### src/rtl/dhfk_pkg.sv
// Package for the DH forward kinematics core: formats, CORDIC angle table, helpers.
// No dependencies.
`default_nettype none
package dhfk_pkg;

    localparam int TABLE_LEN = 24;
    localparam logic signed [15:0] PI_Q13 = 16'sd25736;
    localparam logic signed [15:0] HALF_PI_Q13 = 16'sd12868;
    localparam logic signed [31:0] PI_Z = 32'sd52707179;
    localparam logic signed [39:0] GAIN_Q30 = 40'sd652032875;
    localparam logic signed [17:0] ONE_Q16 = 18'sd65536;

    // Link item as it sits in the queue.
    typedef struct packed {
        logic signed [15:0] theta;
        logic signed [15:0] alpha;
        logic signed [23:0] len;
        logic signed [23:0] ofs;
        logic               last;
    } t_link;

    // CORDIC angle table, rad * 2^24.
    function automatic logic signed [31:0] atan_z(input logic [4:0] i);
        logic signed [31:0] v;
        begin
            case (i)
                5'd0: v = 32'sd13176795;
                5'd1: v = 32'sd7778716;
                5'd2: v = 32'sd4110060;
                5'd3: v = 32'sd2086331;
                5'd4: v = 32'sd1047214;
                5'd5: v = 32'sd524117;
                5'd6: v = 32'sd262123;
                5'd7: v = 32'sd131069;
                default: v = (i < 5'd24) ? (32'sd65536 >>> (i - 5'd8)) : 32'sd0;
            endcase
            return v;
        end
    endfunction

endpackage
`default_nettype wire

### src/rtl/dhfk_queue.sv
// Two-entry link queue between the front (input port) and the back (kinematics engine).
// Depends on dhfk_pkg.
`default_nettype none
module dhfk_queue (
    input  wire              i_clk,
    input  wire              i_rst_n,
    input  wire              i_valid,
    output logic             o_ready,
    input  dhfk_pkg::t_link  i_link,
    output logic             o_valid,
    input  wire              i_ready,
    output dhfk_pkg::t_link  o_link
);
    dhfk_pkg::t_link r_mem [2];
    logic r_wp, r_rp;
    logic [1:0] r_cnt;

    assign o_ready = (r_cnt != 2'd2);
    assign o_valid = (r_cnt != 2'd0);
    assign o_link  = r_mem[r_rp];

    // Storage holds no reset.
    always_ff @(posedge i_clk) begin
        if (i_valid && o_ready) begin
            r_mem[r_wp] <= i_link;
        end
    end

    // Pointers and fill count.
    always_ff @(posedge i_clk) begin
        if (!i_rst_n) begin
            r_wp <= 1'b0;
            r_rp <= 1'b0;
            r_cnt <= 2'd0;
        end else begin
            if (i_valid && o_ready) r_wp <= ~r_wp;
            if (o_valid && i_ready) r_rp <= ~r_rp;
            r_cnt <= r_cnt + {1'b0, i_valid && o_ready} - {1'b0, o_valid && i_ready};
        end
    end
endmodule
`default_nettype wire

### config.mk
export PLATFORM = sky130hd
export DESIGN_NAME = dhfk_queue
export DESIGN_NICKNAME = d
export VERILOG_FILES = /design/src/rtl/dhfk_pkg.sv /design/src/rtl/dhfk_queue.sv
export SDC_FILE = /design/constraint.sdc
export NUM_CORES = 1
export LEC_CHECK = 0
export BUFFER_PORTS_ARGS = -buffer_cell sky130_fd_sc_hd__buf_2
export CAP_MARGIN = 20
export CORE_MARGIN = 3
export CORE_UTILIZATION = 55
export CTS_BUF_LIST = sky130_fd_sc_hd__clkbuf_8
export DETAILED_ROUTE_END_ITERATION = 10
export HOLD_SLACK_MARGIN = 0.15
export PLACE_DENSITY = 0.89
export SYNTH_ARGS = -nofsm -noshare
export SYNTH_HDL_FRONTEND = slang
export SYNTH_SLANG_ARGS = --single-unit
export TNS_END_PERCENT = 20
### constraint.sdc
create_clock -name i_clk -period 10.3 [get_ports i_clk]
set_clock_uncertainty 0.2 [all_clocks]
set_input_delay 0.515 -clock i_clk [delete_from_list [all_inputs] [get_ports i_clk]]
set_output_delay 0.515 -clock i_clk [all_outputs]
set_load 0.01 [all_outputs]
; ---- After elaboration in Yosys (flattened, before gate mapping)
; Memory sizes are Yosys's and may differ from the RTL's. A register that Yosys moved wholly into a read port is not among the register bits.
; Cells that the tools add are included.
[totals]
ram_bits = 162
register_bits = 4
elab_cells = 16
input_bits = 85
mem_count = 1
out_inout_bits = 83
latchBits = 0
romBits = 0
[mem_list]
columns = memory, words, width, rd, rd_ports_with_merged_regs, wr, line_no
row1 = r_mem, 2, 81, 1, 1, 1, dhfk_queue.sv:14  ; dhfk_pkg::t_link r_mem [2];
[classes]
add_sub_neg = 2
n_reduce_logical = 3
n_eq_ne = 1
magnitude_cmp = 0
mux = 4
shift = 0
n_bitwise = 2
n_mul = 0
div = 0
[ops]
columns = cell, count
row1 = 2-to-1 mux 1 bit, 4
row2 = adder 2 x 1 -> 2 bit, 1
row3 = logical AND 1 bit, 2
row4 = "inequality test 2 bit, second input constant", 1
row5 = inverter 1 bit, 2
row6 = nonzero test 2 bit, 1
row7 = subtractor 2 x 1 -> 2 bit, 1

; ---- Depth between registers and ports, before layout
; Gate-level depths: netlist (run 1).
[depth]
ltp_word = 4
depth_mapped = 8
depth_no_buf = 8

; ---- Worst setup path after synthesis (run 1)
; No wires, ideal clock.
[synth_path]
path_type = flip-flop to flip-flop
startpoint = register r_cnt[0]
endpoint = memory r_mem[0][0] (netlist name) (enable)
period_less_slack_ns = 4.756
required_ns = 9.579
path_stages_with_launch = 4
path_slack_ns = 5.544
arrival_ns = 4.035
path_buffers = 0
setup_ns = 0.521
cell_sequence = dfxtp_1 -> nand2b_1 -> nand2_1 -> nor2_1
[synth_via]
elab_chain_len = 4
[synth_rtl]
columns = element, line_no
row1 = start: declaration, dhfk_queue.sv:16  ; logic [1:0] r_cnt;
row2 = start signal: assignment, dhfk_queue.sv:38  ; r_cnt <= r_cnt + {1'b0, i_valid && o_ready} - {1'b0, o_valid && i_ready};
row3 = inequality test 2 bit, dhfk_queue.sv:18  ; assign o_ready = (r_cnt != 2'd2);
row4 = named net o_ready, dhfk_queue.sv:8  ; output logic o_ready,
row5 = logical AND 1 bit, dhfk_queue.sv:24  ; if (i_valid && o_ready) begin
row6 = 2-to-1 mux 1 bit, dhfk_queue.sv:24
row7 = 2-to-1 mux 1 bit (implied by the code), dhfk_queue.sv:25  ; r_mem[r_wp] <= i_link;
row8 = end: declaration, dhfk_queue.sv:14
; The timed path passes the listed nets, and every way through them passes these cells.

==> results.toml, run 1 <==
[routing]
drt-initial-drc-count = 119
first_pass_iters = 4
detail-route-antenna-nets = 0
drc_errors = 0
routedWlPerCell_um = 18.1
routed_via_density = 5.02
num_vias = 3482
wirelength_um = 12500

[global_routing]
grt_pass1_wl_um = 19200
met2_usage_pct = 34.8
overflow = 0
grt_busiest_layer = "met2"
grt_max_degree = 82
grt_usage_pct = 19.7
grtUsageMet1_pct = 21.1
antenna_found_initial = 0
grt_pass1_vias = 3787
grt_use_met3_pct = 6.13

[clock_tree]
cts_tree = "done"
cts_buffers = 17
clock-sinks = 167
clkLatencyLatePin_ps = 440
clockBufferDepth = 2
clock-root-buffer = "clkbuf_8"
postCtsHoldBufs = 82
cts_resized = 0
cts_setup_buffers = 0
clk_pin_slew_worst_paths_ps = 80
htreeDepth = 4

[timing]
fin_setup_tns_ps = 0
rsz0062_at_grt = "false"
max_clock_freq_mhz = 303
setup_viol = 0
post-route-min-period_ps = 3300
worst_pin_slew_ps = 1140
hold_viol_final = 0
period_share_pct = 32.1
holdWs_ps = 300
maxSlewHeadroom_pct = 23.9
maxSlewViolCount = 0

[pwr]
p_sw_share_pct = 27.0
intPower_w = 0.00137
irDropWorstVdd_mv = 0.259
power.density_nw_per_um2 = 218
p_sw_w = 0.000504
p_leak_nw = 3.41
p_clk_share_pct = 24.5
pwr-share-comb_pct = 26.9
p_seq_share_pct = 48.5

[setup_path]
critPathCaptureType = "primary output"
r2r_start = "r_cnt[0]"
cp-start-kind = "flip-flop"
rrSetupSlack_ps = 7960
critPathKind = "flip-flop to primary output"
arrival_ps = 2590
r2r_cells = 4
worstReg2RegEnd = "r_mem[0][14]"
cp.required_ps = 9590
critPathMaxFanout = 44

[worst_hold_path]
min-delay-start = "i_valid"
hold_depth = 3
min_to = "r_wp"
hp-class = "input port to flip-flop"

[synthesis]
ys_warn_count = 0
syn-cell-area_um2 = 6480
syn_avg_cell_area_um2 = 23.5
synthCells = 276
synth_nets = 363
synth_seq_area_share_pct = 76.6
synth.ff_latch_count = 167
synth.distinct_cells = 18
ys.flop_type = "edfxtp_1"
synth-edff-count = 162
synthArstFlopShare_pct = 0

[final_layout]
nets = 625
diodes = 0
area_growth_pct = 32.6
drive_gt1_share_pct = 51.5
final_util_pct = 74.9
most-common-layout-cells = "167 x buf_2, 162 x edfxtp_1, 82 x dlygate4sd3_1, 80 x mux2_4, 17 x clkbuf_8"
layout.cells.most_common = "buf_2"

[placed_design]
io_buffers = 167
dp_hpwl_um = 7100
place_congestion = 0.703

[run_status]
status = "finished clean"

[die]
die-width_um = 115
rows = 39
dieArea_um2 = 13100
core_um2 = 11500
start_util_pct = 56.5
die_h_um = 115
ioPinCount = 168

[job]
drv_cap = 0
cells in the mapped netlist (all sizes together) (2+ instances only):
cell type,n,share of area [%]
xnor2,3,0.41
nor2b,2,0.19
nand2b,2,0.19
buf,9,2.6
nand2,2,0.12
ha,2,0.39
dfxtp,5,1.5
mux2,81,19
and2,2,0.19
edfxtp,162,75
worst max path at each step:
stage	cells past startpoint	start	slack, ps	end
finish	3	flip-flop	7000	o_link[80]
global placement	3	flip-flop	7450	o_link[80]
detailed placement	3	flip-flop	7440	o_link[80]
CTS	3	flip-flop	6940	o_link[80]
floorplan	3	r_cnt[0]	5540	r_mem[0][0]
global route	3	flip-flop	6830	o_link[80]
power by group through the flow:
stage | clock network (W) | registers [W] | logic, W
global placement | 0 | 0.000915 | 0.000463
CTS | 0.000467 | 0.000909 | 0.000500
global route | 0.000496 | 0.000919 | 0.000535
detailed placement | 0 | 0.000924 | 0.000473
finish | 0.000459 | 0.000908 | 0.000504
floorplan | 0 | 0.000895 | 0.000383
kinds of logic after synthesis:
group                    Yosys count  synth area share, %
multiplexers                      82                 18.9
adder cells (fa/ha/maj)            2                0.386
XOR/XNOR                           3                0.405
AO/OA/AOI/OAI                      1                0.116
buffers and inverters             10                 2.70
flip-flops                       167                 76.6
AND/OR/NAND/NOR                   11                0.946
final cells by class:
cell class              count  area (um^2)
clock inverters            15          161
inverters                   1         3.75
fillers                   637         2870
repair buffers            252         1690
multi-input cells          99         1360
well taps                 143          179
flip-flops and latches    167         4970
clock buffers              17          234
metrics by stage:
step                setup WS, ps  instance area (um^2)  total power (W)  std cells
CTS                         6940                  8570          0.00188        693
global route                6830                  8590          0.00195        694
global placement            7450                  7360          0.00138        579
floorplan                   5540                  6480          0.00128        276
detailed placement          7440                  7360          0.00140        579
finish                      7000                  8590          0.00187        694
critical path: stages, from the launching register on:
cell	delay, ps
dfxtp_4	810
buf_4	750
mux2_2	410
buf_2	140
flip-flops by register name, indices dropped and copies added, names as in the netlist, named ones only:
| register | count |
|---|---|
| r_cnt | 2 |
| r_mem | 162 |
| r_rp | 1 |
| r_wp | 1 |
per-layer routing:
metal	up-vias	share of wire, %	wire length [um]
li1	1612	-	-
met1	1691	37	4670
met4	0	3.2	402
met3	38	6.5	815
met5	-	0	0
met2	141	53	6640
(Power assumes the default switching activity.)
==> inputs of run 2 (changes only) <==
- ABC_AREA: default -> 1
- clock period: 10.3 -> 3.2 ns (I/O delays scaled with it)
==> run 2 against run 1 <==
Against the previous run: final area up 1.0%; sequential power rose to 3.2 times the previous value; routed wire length up 4.4%; register-to-register slack worse by 7000 ps; via count up 2.7%; clock-buffer cell count unchanged; critical endpoint is now o_link[19]; total power rose to 3.2 times the previous value.
==> results.toml, run 2 <==
[run_status]
status = "finished clean"

[final_layout]
multi_input_area_um2 = 1330
drive_gt1_share_pct = 50.5
regMostFlops = "r_mem"
area_growth_pct = 33.8
seqCellArea_um2 = 4970
largest_reg_flops = 162
diodes = 0
fillCellCount = 622
nets = 644
layout.cells.most_common = "buf_2"
most-common-layout-cells = "167 x buf_2, 162 x edfxtp_1, 84 x dlygate4sd3_1, 80 x mux2_4, 17 x clkbuf_8"
biggestRegsByFlops = "r_mem (162), r_cnt (2)"

[synthesis]
synth_nets = 375
synth.most_common_cell = "edfxtp_1"
synth.distinct_cells = 12
yosysTopAreaCellShare_pct = 75.0
synth_area_leader_cell = "edfxtp_1"
synth-edff-count = 162
synth.ff_latch_count = 167
syn-cell-area_um2 = 6490
ys_warn_count = 0
synthArstFlopShare_pct = 0
synthCells = 288
yosys-top-cells-area = "edfxtp_1 75%, mux2_4 19%, buf_12 2.5%"
synth_common_cells = "162 x edfxtp_1, 80 x mux2_4, 9 x nand2_1"
ys.flop_type = "edfxtp_1"
syn_avg_cell_area_um2 = 22.5
synth_seq_area_share_pct = 76.5

[placed_design]
dp_hpwl_um = 7670
io_buffers = 167
place_congestion = 0.745

[setup_path]
critPathCaptureType = "primary output"
r2r_start = "r_cnt[0]"
max_stage_delay_ps = 730
crit_slowest_cell = "dfxtp_4"
rrSetupSlack_ps = 1010
arrival_ps = 2080
critPathKind = "flip-flop to primary output"
r2r_cells = 5
worstReg2RegEnd = "r_mem[0][72]"
path_cells = "buf_4, mux2_4, buf_2"
critPathMaxFanout = 30
cp-start-kind = "flip-flop"
cp.required_ps = 2840

[pwr]
power.density_nw_per_um2 = 698
irDropWorstVdd_mv = 0.448
finalPower_w = 0.00606
p_leak_nw = 3.49

[routing]
routed_via_density = 5.01
num_vias = 3575
wirelength_um = 13100
drt-initial-drc-count = 200
first_pass_iters = 4
drc_errors = 0
routedWlPerCell_um = 18.4
detail-route-antenna-nets = 0

[die]
dieArea_um2 = 13100
die_h_um = 115
start_util_pct = 56.6
die-width_um = 115
core_um2 = 11500
rows = 39
ioPinCount = 168

[timing]
maxSlewViolCount = 0
hold_viol_final = 0
maxSlewHeadroom_pct = 47.3
period_share_pct = 76.1
max_clock_freq_mhz = 411
post-route-min-period_ps = 2440
setup_viol = 0
fin_setup_tns_ps = 0
worst_pin_slew_ps = 789
rsz0062_at_grt = "false"

[global_routing]
grt_pass1_wl_um = 20000
grt_pass1_vias = 3870
antenna_found_initial = 0
grt_usage_pct = 20.7
overflow = 0
grt_max_degree = 36

[clock_tree]
clockBufferDepth = 2
clock-sinks = 167
cts_buffers = 17
htreeDepth = 4
clk_pin_slew_worst_paths_ps = 80
clock-root-buffer = "clkbuf_8"
clkLatencyLatePin_ps = 440
cts_resized = 0
cts_tree = "done"

[worst_hold_path]
min_to = "r_mem[0][23]"
min-delay-start = "i_link[23]"
hp-class = "input port to flip-flop"
hold_depth = 2

[job]
drv_cap = 0
==> run 2: repair_timing <==
action | 4_1_cts | 5_1_grt
endpoints found under the setup margin | 0 | 0
hold buffers | 84 | 0
hold endpoints to repair | 189 | 0
buffers inserted | 0 | 0
==> run 2: critical path: cells and delay by family (launching register included) <==
| kind | cells | cell delay [ps] |
|---|---|---|
| buf+inv | 2 | 560 |
| flops | 1 | 730 |
| mux | 1 | 340 |
==> run 2: cell type report <==
class / count / area share [%]
clock buffers: 17 / 2.70
clock inverters: 15 / 1.89
inverters: 7 / 0.317
multi-input cells: 105 / 15.4
flip-flops and latches: 167 / 57.2
well taps: 143 / 2.06
repair buffers: 259 / 20.4
==> run 2: logic make-up (layout without fill, tap and decap cells) <==
logic type | after synthesis | after routing | synth area share (%)
flip-flops | 167 | 167 | 76.5
buffers and inverters | 16 | 298 | 3.05
adder cells (fa/ha/maj) | 2 | 2 | 0.386
multiplexers | 81 | 81 | 18.7
AO/OA/AOI/OAI | 2 | 2 | 0.154
AND/OR/NAND/NOR | 20 | 20 | 1.21
==> run 2: power by group <==
| part | switching, W | internal, W |
|---|---|---|
| logic | 0.000784 | 0.000884 |
| registers | 0.000155 | 0.00277 |
| clock network | 0.000709 | 0.000759 |
| total | 0.00165 | 0.00441 |
==> run 2: through the flow <==
step / instance area (um^2) / hold slack [ps] / setup WS (ps) / util (%) / instances
2_1_floorplan: 6500 / 53.5 / 342 / - / 288
5_1_grt: 8680 / 220 / 652 / 75.7 / 713
3_3_place_gp: 7440 / 147 / 1170 / 64.9 / 597
6_report: 8680 / 247 / 764 / 75.7 / 713
3_5_place_dp: 7440 / 152 / 1070 / 64.9 / 597
4_1_cts: 8680 / 197 / 704 / 75.7 / 713
==> run 2: worst max-delay path by stage <==
stage / start / endpoint / slack (ps) / cells after the start
floorplan: r_cnt[0] / r_mem[1][0] / 340 / 4
global placement: r_cnt[0] / r_mem[1][44] / 1170 / 5
detailed placement: r_cnt[0] / r_mem[0][36] / 1070 / 5
CTS: flip-flop / o_link[19] / 700 / 3
global route: flip-flop / o_link[40] / 650 / 3
finish: flip-flop / o_link[19] / 760 / 3
==> run 2: layer usage <==
| metal | track usage, % | share of wire [%] |
|---|---|---|
| met3 | 6.61 | 7.0 |
| met1 | 23.4 | 37 |
| met4 | 7.68 | 2.0 |
| met5 | 0 | 0 |
| met2 | 36.5 | 54 |
==> inputs of run 3 (changes only) <==
- ABC_AREA: 1 -> 0
- CORE_UTILIZATION: 55 -> 49
- PLACE_DENSITY: 0.89 -> 0.84
- clock period: 3.2 -> 2.2 ns (I/O delays scaled with it)
==> run 3 against run 2 <==
Against the previous run: hold slack worse by 53 ps; die area up 11%; clock power rose by 37%; routed wire length shrank 6.9%; critical endpoint is now o_link[80].
==> results.toml, run 3 (synthesized netlist as in run 1, its figures left out) <==
[run_status]
status = "finished clean"

[timing]
setup_viol = 0
rsz0062_at_grt = "false"
hold_viol_final = 0
fin_setup_tns_ps = 0
holdWs_ps = 194
maxSlewViolCount = 0
maxSlewHeadroom_pct = 69.3
worst_pin_slew_ps = 461
max_clock_freq_mhz = 489
period_share_pct = 92.9
post-route-min-period_ps = 2040

[global_routing]
grt_max_degree = 61
grt_usage_pct = 16.9
grt_pass1_wl_um = 18800
antenna_found_initial = 0
overflow = 0
grt_pass1_vias = 3672

[final_layout]
layout.cells.most_common = "buf_2"
most-common-layout-cells = "167 x buf_2, 162 x edfxtp_1, 84 x dlygate4sd3_1, 80 x mux2_4, 17 x clkbuf_8"
final_cell_count_no_fill = 728
diodes = 0
regMostFlops = "r_mem"
nets = 630
area_growth_pct = 34.2
biggestRegsByFlops = "r_mem (162), r_cnt (2)"
drive_gt1_share_pct = 51.8
largest_reg_flops = 162

[die]
dieArea_um2 = 14600
core_um2 = 12800
die_h_um = 121
rows = 41
ioPinCount = 168
die-width_um = 121
start_util_pct = 50.7

[clock_tree]
cts_resized = 0
clock-root-buffer = "clkbuf_8"
clkLatencyLatePin_ps = 440
clock-sinks = 167
clk_pin_slew_worst_paths_ps = 80
cts_tree = "done"
clockBufferDepth = 2
cts_buffers = 17
htreeDepth = 4

[routing]
first_pass_iters = 4
num_vias = 3446
drc_errors = 0
detail-route-antenna-nets = 0
drt-initial-drc-count = 185
routedWlPerCell_um = 16.7
wirelength_um = 12200
routed_via_density = 4.73

[setup_path]
rrSetupSlack_ps = 360
critPathCaptureType = "primary output"
cp-start-kind = "flip-flop"
arrival_ps = 1730
path_cells = "buf_12, mux2_2, buf_2"
critPathMaxFanout = 60
r2r_cells = 7
max_stage_delay_ps = 390
critPathBufInv = 2
r2r_start = "r_cnt[1]"
worstReg2RegEnd = "r_cnt[1]"
critPathKind = "flip-flop to primary output"
crit_slowest_cell = "mux2_2"
cp.required_ps = 1890
critPathTopFamily = "buffers and inverters"

[worst_hold_path]
min_to = "r_mem[1][33]"
min-delay-start = "i_link[33]"
hold_depth = 2
hp-class = "input port to flip-flop"

[placed_design]
place_congestion = 0.724
io_buffers = 167
dp_hpwl_um = 7460
dp.cells = 612

[pwr]
irDropWorstVdd_mv = 0.741
power.density_nw_per_um2 = 999
p_leak_nw = 3.44
finalPower_w = 0.00869

[job]
drv_cap = 0
## run 3: metal layers
metal  global-route usage, %  share of wire, %
met1                    19.9                38
met2                    29.2                53
met3                    5.13               6.6
met4                    6.66               1.9
met5                       0                 0
## run 3: how the worst max path moves through the flow
stage               cells after the start     endpoint  slack [ps]       from
floorplan                               3  r_mem[0][0]        -170   r_cnt[0]
global placement                        7     r_cnt[1]         450   r_cnt[1]
detailed placement                      7     r_cnt[1]         370   r_cnt[1]
CTS                                     3   o_link[80]         120  flip-flop
global route                            3   o_link[80]          80  flip-flop
finish                                  3   o_link[80]         160  flip-flop
## run 3: repair_timing
action | in CTS | in global routing
hold endpoints to repair | 248 | 0
setup buffers | 0 | 0
hold buffers | 84 | 0
## run 3: layout make-up
class                      count  area [um^2]
fill                         840         4070
timing repair buffer         257         1770
clock buffer                  17          234
multi-input combinational     99         1370
sequential                   167         4970
tap                          172          215
inverter                       1         3.75
clock inverter                15          138
## run 3: metrics by stage
step	cell area (um^2)	utilization, %	worst slack (ps)
6_report	8700	68.1	155
5_1_grt	8700	68.1	76.6
4_1_cts	8700	68.1	122
3_5_place_dp	7490	58.6	372
3_3_place_gp	7490	58.6	450
2_1_floorplan	6510	-	-167
## run 3: power by group
group | internal (W) | leakage [nW] | switching (W) | total, W
sequential | 0.00399 | 1.56 | 0.000129 | 0.00412
clock | 0.000989 | 0.183 | 0.00103 | 0.00202
combinational | 0.00135 | 1.70 | 0.00120 | 0.00255
total | 0.00633 | 3.44 | 0.00236 | 0.00869
